===== src/sssd_pkg.sv =====
package sssd_pkg;

    localparam int VALUE_W    = 32;
    localparam int MOD_W      = 11;
    localparam int RES_W      = 10;
    localparam int POS_W      = 17;
    localparam int TBL_DEPTH  = 1024;
    localparam int ADDR_W     = 10;
    localparam int EPOCH_W    = 8;
    localparam int SUM_W      = VALUE_W + 1;
    localparam int DIGIT_W    = 4;
    localparam int NUM_DIGITS = (SUM_W + DIGIT_W - 1) / DIGIT_W;
    localparam int MAG_W      = NUM_DIGITS * DIGIT_W;
    localparam int DCNT_W     = 4;

    localparam logic [MOD_W-1:0]   K_MAX     = MOD_W'(TBL_DEPTH);
    localparam logic [MOD_W-1:0]   K_ONE     = MOD_W'(1);
    localparam logic [POS_W-1:0]   LEN_MAX   = POS_W'(65536);
    localparam logic [EPOCH_W-1:0] EPOCH_MAX = {EPOCH_W{1'b1}};

    // register index, taken from paddr[2]
    localparam logic REG_MODULUS = 1'b0;

    typedef enum logic [2:0] {
        ST_CLR_INIT,
        ST_IDLE,
        ST_CLR_WRAP,
        ST_MAG,
        ST_DIV,
        ST_FIN,
        ST_UPD
    } state_t;

    typedef struct packed {
        logic sum_en;
        logic mag_en;
        logic step_en;
    } mod_ctl_t;

    typedef struct packed {
        logic clr_step;
        logic new_epoch;
        logic rd_en;
        logic wr_en;
    } tbl_req_t;

    typedef struct packed {
        logic               clr_done;
        logic               epoch_wrap;
        logic               hit;
        logic [POS_W-1:0]   hit_pos;
    } tbl_stat_t;

endpackage


===== src/sssd_mod_unit.sv =====
module sssd_mod_unit
    import sssd_pkg::*;
(
    input  logic                      clk,
    input  logic                      rst_n,
    input  mod_ctl_t                  ctl,
    input  logic signed [VALUE_W-1:0] value,
    input  logic [RES_W-1:0]          base_res,
    input  logic [MOD_W-1:0]          k,
    output logic [RES_W-1:0]          residue,
    output logic                      done
);

    logic signed [SUM_W-1:0] sum_reg;
    logic [MAG_W-1:0]        sh_reg;
    logic [MAG_W-1:0]        sh_next;
    logic                    neg_reg;
    logic [RES_W-1:0]        rem_reg;
    logic [RES_W-1:0]        rem_next;
    logic [DCNT_W-1:0]       cnt_reg;
    logic [SUM_W-1:0]        mag;
    logic [MOD_W-1:0]        t;
    logic [MOD_W-1:0]        fix;

    assign mag = sum_reg[SUM_W-1] ? SUM_W'(-sum_reg) : SUM_W'(sum_reg);

    // one radix-2 restoring step per bit, DIGIT_W bits per cycle
    always_comb
    begin
        t = MOD_W'(rem_reg);
        for (int i = 0; i < DIGIT_W; i++)
        begin
            t = {t[MOD_W-2:0], sh_reg[MAG_W-1-i]};
            if (t >= k)
                t = t - k;
        end
        rem_next = t[RES_W-1:0];
        sh_next  = sh_reg << DIGIT_W;
    end

    assign done = (cnt_reg == DCNT_W'(NUM_DIGITS - 1));

    // negative sum: residue of magnitude folded back into 0..k-1
    always_comb
    begin
        fix = k - MOD_W'(rem_reg);
        if (neg_reg && (rem_reg != '0))
            residue = fix[RES_W-1:0];
        else
            residue = rem_reg;
    end

    always_ff @(posedge clk)
    begin
        if (ctl.sum_en)
            sum_reg <= SUM_W'(value) + SUM_W'(signed'({1'b0, base_res}));
        if (ctl.mag_en)
        begin
            neg_reg <= sum_reg[SUM_W-1];
            sh_reg  <= MAG_W'(mag);
            rem_reg <= '0;
        end
        else if (ctl.step_en)
        begin
            sh_reg  <= sh_next;
            rem_reg <= rem_next;
        end
    end

    always_ff @(posedge clk or negedge rst_n)
    begin
        if (!rst_n)
            cnt_reg <= '0;
        else if (ctl.mag_en)
            cnt_reg <= '0;
        else if (ctl.step_en)
            cnt_reg <= cnt_reg + DCNT_W'(1);
    end

endmodule


===== config.mk =====
export PLATFORM = sky130hd
export DESIGN_NAME = sssd_mod_unit
export DESIGN_NICKNAME = d
export VERILOG_FILES = /design/src/sssd_pkg.sv /design/src/sssd_mod_unit.sv
export SDC_FILE = /design/constraint.sdc
export NUM_CORES = 1
export LEC_CHECK = 0
export ABC_CLOCK_PERIOD_IN_PS = 8900
export BUFFER_PORTS_ARGS = -buffer_cell sky130_fd_sc_hd__buf_2
export CAP_MARGIN = 20
export CORE_MARGIN = 4
export CORE_UTILIZATION = 60
export DETAILED_ROUTE_END_ITERATION = 16
export GPL_ROUTABILITY_DRIVEN = 1
export HOLD_SLACK_MARGIN = 0.1
export PLACE_DENSITY = 0.85
export SLEW_MARGIN = 20
export SYNTH_ARGS = -nofsm -noshare
export SYNTH_HDL_FRONTEND = slang
export SYNTH_SLANG_ARGS = --single-unit
export TNS_END_PERCENT = 10

===== constraint.sdc =====
create_clock -name clk -period 8.9 [get_ports clk]
set_clock_uncertainty 0.05 [all_clocks]
set_input_delay 1.78 -clock clk [delete_from_list [all_inputs] [get_ports clk]]
set_output_delay 1.78 -clock clk [all_outputs]
set_load 0.01 [all_outputs]

==> impl_summary.log, run 1 <==
[metrics] number of flops mapped to enable cells by yosys: 67
[metrics] Critical Setup Path Class: in -> reg
[metrics] vertical die dimension: 120 um
[metrics] sequential-to-total area share from yosys stat: 0.315
[metrics] worst hold endpoint: sh_reg[35]
[metrics] total clock sinks: 84
[metrics] GRT Residual Overflow: 0
[metrics] max_slew headroom: 0.474
[metrics] max-cap violations: 0
[metrics] final RePlAce weighted congestion: 1.05
[metrics] Yosys warning count: 0
[metrics] post-route fraction of the period consumed by the critical path: 0.946
[metrics] static power due to leakage: 3.83 nW
[metrics] worst flop-to-flop path endpoint: rem_reg[5]
[metrics] proportion of layout cells with a drive suffix above 1: 0.195
[metrics] data required time of the critical path: 9.10 ns
[metrics] number of primary I/O pins: 69
[metrics] remaining antenna violation count: 0
[metrics] area added between synthesis and finish: 17.6%
[metrics] CTS clock-pin slew for the worst setup and hold paths: 0.06 ns
[metrics] crit path launch type: input port
[metrics] starting density of the core: 0.619
[metrics] FF-to-FF path depth: 28
[metrics] Critical Path Slowest Stage Cell: sky130_fd_sc_hd__or4b_1
[metrics] FP Rows: 40
[metrics] vias after detailed routing: 6,998
[metrics] placed cell count: 1,123
[metrics] number of distinct standard cells referenced by the synthesized netlist: 61
[metrics] slowest stage delay, CP: 0.49 ns
[metrics] DRC violations left: 0
[metrics] final hold violation count: 0
[metrics] number of hold-repair buffers added at the cts stage: 0
[metrics] maximum number of pins on one net before global-route repair: 85
[metrics] die outline area: 14,400 um^2
[metrics] Max Clk Rate: 119 MHz
[metrics] Setup Total Neg Slack: 0 ns
[metrics] Global Route Usage Sum: 0.266
[metrics] synthesis-stage register bit count: 84
[metrics] power density of the placed cells: 435 nW/um^2
[metrics] most common cell after layout, fill and taps aside: sky130_fd_sc_hd__a21oi_1
[metrics] Placeable Area: 12,200 um^2
[metrics] arrival time at the worst endpoint: 8.61 ns
[metrics] clock buffer depth: 2
[metrics] setup slack after placement: -0.0145 ns
[metrics] final instance count without filler cells: 1,140
[metrics] reg2reg start: rem_reg[5]
[metrics] FF-to-FF setup slack: 1.65 ns
[metrics] CP dominant cell by count: sky130_fd_sc_hd__a21oi_1
[metrics] initial antenna violation count: 0
[metrics] critical path capture point type: flip-flop
[metrics] Final Worst Setup Slack: 0.484 ns
[metrics] count of port buffers added during placement: 68
[metrics] total count of max-transition violations in the final report: 0
[metrics] buffer type at the clock tree root: sky130_fd_sc_hd__clkbuf_16
[metrics] number of gates given a new drive strength after cts: 0
[metrics] Min-Delay Path Depth: 2
[metrics] Avg Synthesized Cell Area: 8.87 um^2
[metrics] Horiz. Die Dim: 120 um
[metrics] setup bufs post-CTS: 0
[metrics] Min-Delay Startpoint: sh_reg[31]
[metrics] share of async-settable or async-resettable flops after synthesis: 0.0476
[metrics] first-iteration detailed-routing DRC count: 654
[metrics] CTS tree: built
[metrics] wirelength, routed: 19,500 um
[metrics] average vias per placed instance: 6.14
[metrics] maximum vdd drop: 400 uV
[metrics] Syn Inst Count: 849
[metrics] HPWL after detailed placement: 14,600 um
[metrics] count of antenna diodes in the layout: 0
[metrics] commonest cells after routing, fill and taps aside: sky130_fd_sc_hd__a21oi_1, sky130_fd_sc_hd__nor2_1, sky130_fd_sc_hd__buf_2
[metrics] post-synthesis cell area: 7530 um^2
[metrics] total nets after synthesis: 979
[metrics] clock period minus worst slack: 8.42 ns
[metrics] H-Tree Depth: 3
[metrics] worst hold slack: 0.444 ns
[metrics] drt pass-1 iters: 8
[metrics] final cell utilization of the core: 0.729
[metrics] HP Class: reg -> reg
[metrics] most instantiated flip-flop cell in the synthesis netlist: sky130_fd_sc_hd__edfxtp_1
[metrics] final count of negative-setup-slack endpoints: 0
[metrics] global-route wire length before repair: 31,300 um
[metrics] number of flip-flops in the largest register: 36
[metrics] source-to-sink clock delay at the later pin of the worst-skew pair: 0.35 ns
[metrics] number of global-route vias before repair: 6,630
[metrics] average wire per cell in the routed design: 17.1 um
[metrics] highest net fanout along the worst path: 5
[metrics] fin nets: 1,097
[metrics] worst slew pin tran: 0.789 ns
[metrics] run status: finished, final reports clean
[metrics] number of clock buffers inserted by TritonCTS: 9
-- power breakdown --
part	switching [mW]	internal [mW]	leakage, nW	total (mW)
registers	0.0625	0.496	0.827	0.558
logic	1.53	1.36	2.84	2.88
clock network	0.166	0.250	0.163	0.417
-- worst max-delay path by stage --
stage	cells past startpoint	start	to	slack, ns
final	32	k[0]	rem_reg[5]	0.48
after global routing	32	k[0]	rem_reg[5]	-0.05
after CTS	31	k[0]	rem_reg[5]	0.28
after detailed placement	32	k[0]	rem_reg[5]	-0.01
after global placement	30	k[0]	rem_reg[5]	0.20
after floorplan	32	k[1]	rem_reg[2]	0.1
-- final cells by class --
| type | count | area (um^2) |
|---|---|---|
| clock buffers | 9 | 225 |
| fillers | 899 | 3300 |
| clock inverters | 7 | 103 |
| inverters | 48 | 180 |
| well taps | 168 | 210 |
| multi-input cells | 690 | 4920 |
| flip-flops and latches | 84 | 2370 |
| repair buffers | 134 | 847 |
-- cell families after synthesis --
family	Yosys count	synth area share
simple gates	263	0.177
compound gates	241	0.206
xor+xnor	91	0.106
flops	84	0.315
buf+inv	75	0.0384
fa+ha+maj	72	0.126
mux	23	0.0324
-- critical path: cells and delay by family --
| family | cells | cell delay [ns] |
|---|---|---|
| muxes | 1 | 0.27 |
| adders and majority gates | 5 | 1.48 |
| xor gates and xnor gates | 2 | 0.24 |
| buffers and inverters | 3 | 0.40 |
| and+or+nand+nor | 6 | 1.33 |
| AOI/OAI and AO/OA | 15 | 3.09 |
-- per-stage QoR --
step | total power, mW | instance area (um^2)
final | 3.86 | 8860
after global routing | 4.13 | 8860
after CTS | 3.75 | 8800
after detailed placement | 3.28 | 8480
after global placement | 3.23 | 8470
after floorplan | 2.36 | 7540
-- metal layers --
metal,part of all wire,up-vias,track usage,wire [um]
met4,0.046,0,0.133,907
met1,0.39,3205,0.311,7640
li1,-,3365,-,-
met3,0.066,77,0.0330,1300
met5,0,-,0,0
met2,0.50,351,0.479,9680
-- cell usage after synthesis, drive strengths merged (6+ instances only) --
master  instances  area share
a211oi          9      0.0090
a21boi         14       0.014
a21o           12       0.012
a21oi          83       0.055
a311oi          6      0.0070
a31oi          16       0.013
and2            9      0.0075
and3           11      0.0091
clkbuf         22       0.011
dfxtp          13       0.035
edfxtp         67        0.27
fa              6       0.016
ha             66        0.11
inv            48       0.024
mux2           11       0.016
mux2i          12       0.016
nand2          55       0.027
nand2b         13       0.011
nand3          17       0.011
nand4           8      0.0066
nor2           77       0.038
nor2b          15       0.012
nor3           15       0.010
o21a            7      0.0070
o21ai          44       0.029
o31ai          15       0.015
o41ai           8       0.014
or2             8      0.0066
or3            12       0.011
xnor2          34       0.040
xor2           57       0.066
(Power assumes the default switching activity.)
==> run 2: changes to the inputs <==
Settings changed: CTS_BUF_LIST set to sky130_fd_sc_hd__clkbuf_2 sky130_fd_sc_hd__clkbuf_4 sky130_fd_sc_hd__clkbuf_8.
==> impl_summary.log, run 2 (same netlist as run 1, synthesis figures left out) <==
[metrics] number of gates given a new drive strength after cts: 0 (unchanged)
[metrics] final cell utilization of the core: 0.718 (-0.0105)
[metrics] Critical Path Slowest Stage Cell: sky130_fd_sc_hd__or4b_1
[metrics] final hold violation count: 0 (unchanged)
[metrics] number of global-route vias before repair: 6,570 (-0.90%)
[metrics] first-iteration detailed-routing DRC count: 636 (-2.8%)
[metrics] average wire per cell in the routed design: 16.3 um (-4.5%)
[metrics] Setup Total Neg Slack: 0 ns (unchanged)
[metrics] post-route fraction of the period consumed by the critical path: 0.940 (-0.00520)
[metrics] final count of negative-setup-slack endpoints: 0 (unchanged)
[metrics] average vias per placed instance: 6.03 (-1.8%)
[metrics] number of flip-flops in the largest register: 36 (unchanged)
[metrics] initial antenna violation count: 0 (unchanged)
[metrics] total count of max-transition violations in the final report: 0 (unchanged)
[metrics] buffer type at the clock tree root: sky130_fd_sc_hd__clkbuf_8
[metrics] max_slew headroom: 0.241 (-0.233)
[metrics] worst slew pin tran: 1.14 ns (+0.350 ns)
[metrics] clock buffer depth: 2 (unchanged)
[metrics] GRT Residual Overflow: 0 (unchanged)
[metrics] number of clock buffers inserted by TritonCTS: 9 (unchanged)
[metrics] clock period minus worst slack: 8.37 ns (-0.0463 ns)
[metrics] die outline area: 14,400 um^2 (unchanged)
[metrics] critical path capture point type: flip-flop
[metrics] CTS clock-pin slew for the worst setup and hold paths: 0.09 ns (+0.03 ns)
[metrics] run status: finished, final reports clean
[metrics] most common cell after layout, fill and taps aside: sky130_fd_sc_hd__a21oi_1
[metrics] setup bufs post-CTS: 0 (unchanged)
[metrics] DRC violations left: 0 (unchanged)
[metrics] Horiz. Die Dim: 120 um (unchanged)
[metrics] crit path launch type: input port
[metrics] data required time of the critical path: 9.12 ns (+0.02 ns)
[metrics] proportion of layout cells with a drive suffix above 1: 0.193 (-0.00289)
[metrics] fin nets: 1,096 (-0.091%)
[metrics] count of port buffers added during placement: 68 (unchanged)
[metrics] global-route wire length before repair: 30,400 um (-2.7%)
[metrics] vias after detailed routing: 6,867 (-1.9%)
[metrics] starting density of the core: 0.619 (unchanged)
[metrics] number of primary I/O pins: 69 (unchanged)
[metrics] Placeable Area: 12,200 um^2 (unchanged)
[metrics] count of antenna diodes in the layout: 0 (unchanged)
[metrics] Max Clk Rate: 119 MHz (+0.55%)
[metrics] HP Class: reg -> reg
[metrics] highest net fanout along the worst path: 14 (+9)
[metrics] total clock sinks: 84 (unchanged)
[metrics] CP dominant cell by count: sky130_fd_sc_hd__ha_1
[metrics] FP Rows: 40 (unchanged)
[metrics] max-cap violations: 0 (unchanged)
[metrics] static power due to leakage: 3.77 nW (-1.5%)
[metrics] CTS tree: built
[metrics] final RePlAce weighted congestion: 1.05 (unchanged)
[metrics] number of hold-repair buffers added at the cts stage: 0 (unchanged)
[metrics] drt pass-1 iters: 5 (-3)
[metrics] source-to-sink clock delay at the later pin of the worst-skew pair: 0.36 ns (about the same)
[metrics] Critical Setup Path Class: in -> reg
[metrics] remaining antenna violation count: 0 (unchanged)
[metrics] wirelength, routed: 18,600 um (-4.6%)
[metrics] number of fill cells in the layout: 913 (+1.6%)
[metrics] vertical die dimension: 120 um (unchanged)
[metrics] commonest cells after routing, fill and taps aside: sky130_fd_sc_hd__a21oi_1, sky130_fd_sc_hd__nor2_1, sky130_fd_sc_hd__buf_2
[metrics] slowest stage delay, CP: 0.48 ns (about the same)
[metrics] area added between synthesis and finish: 15.9%
[metrics] Global Route Usage Sum: 0.256 (-0.00997)
[metrics] HPWL after detailed placement: 14,600 um (unchanged)
[metrics] maximum number of pins on one net before global-route repair: 85 (unchanged)
[metrics] power density of the placed cells: 421 nW/um^2 (-3.3%)
[metrics] maximum vdd drop: 359 uV (-10%)
[metrics] H-Tree Depth: 3 (unchanged)
[metrics] arrival time at the worst endpoint: 8.59 ns (-0.02 ns)
run 2: cell count changes in the layout (fill, tap and decap cells not counted), sizes merged:
cell	change
buf	-1
run 2: final cells by class:
| class | instances | area (um^2) | area share |
|---|---|---|---|
| Multi-Input combinational cell | 690 | 4920 | 0.563 |
| Sequential cell | 84 | 2370 | 0.272 |
| Timing Repair Buffer | 133 | 828 | 0.0948 |
| Tap cell | 168 | 210 | 0.0241 |
| Inverter | 48 | 180 | 0.0206 |
| Clock buffer | 9 | 124 | 0.0142 |
| Clock inverter | 7 | 103 | 0.0117 |
run 2: path summary, 6_finish.rpt:
check / depth (start not counted) / slack, ns / endpoint / start
setup / recovery: 29 / 0.53 / rem_reg[5] / k[0]
hold reg to reg: 2 / 0.45 / sh_reg[35] / sh_reg[31]
max in group asynchronous: 1 / 7.51 / cnt_reg[0] / rst_n
setup reg to reg: 27 / 1.66 / rem_reg[5] / rem_reg[5]
hold / removal: 2 / 0.45 / sh_reg[35] / sh_reg[31]
min in group asynchronous: 1 / 1.17 / cnt_reg[2] / rst_n
run 2: per-stage QoR:
stage | hold slack, ns | worst slack [ns] | power (mW) | std cells | area (um^2)
final | 0.450 | 0.531 | 3.67 | 1139 | 8730
after global routing | 0.503 | -0.0761 | 3.98 | 1139 | 8730
after global placement | 0.423 | 0.201 | 3.23 | 1123 | 8470
after detailed placement | 0.432 | -0.0145 | 3.28 | 1123 | 8480
after CTS | 0.454 | 0.326 | 3.61 | 1139 | 8700
after floorplan | 0.406 | 0.0954 | 2.36 | 849 | 7540
run 2: where the power goes:
part	total [mW]	switching, mW	internal [mW]	leakage (nW)
clock	0.308	0.146	0.163	0.117
combinational	2.81	1.47	1.34	2.83
sequential	0.557	0.0621	0.495	0.827
total	3.67	1.67	2.00	3.77
run 2: critical path: cells and delay by family:
kind / cells / cell delay, ns
AOI/OAI and AO/OA: 11 / 2.43
adders and majority gates: 5 / 1.60
buffers and inverters: 3 / 0.48
muxes: 3 / 1.02
and+or+nand+nor: 7 / 1.27
run 2: per-layer routing:
metal / GRT usage / part of all wire
met4: 0.108 / 0.045
met2: 0.456 / 0.48
met3: 0.0396 / 0.064
met1: 0.307 / 0.41
met5: 0 / 0
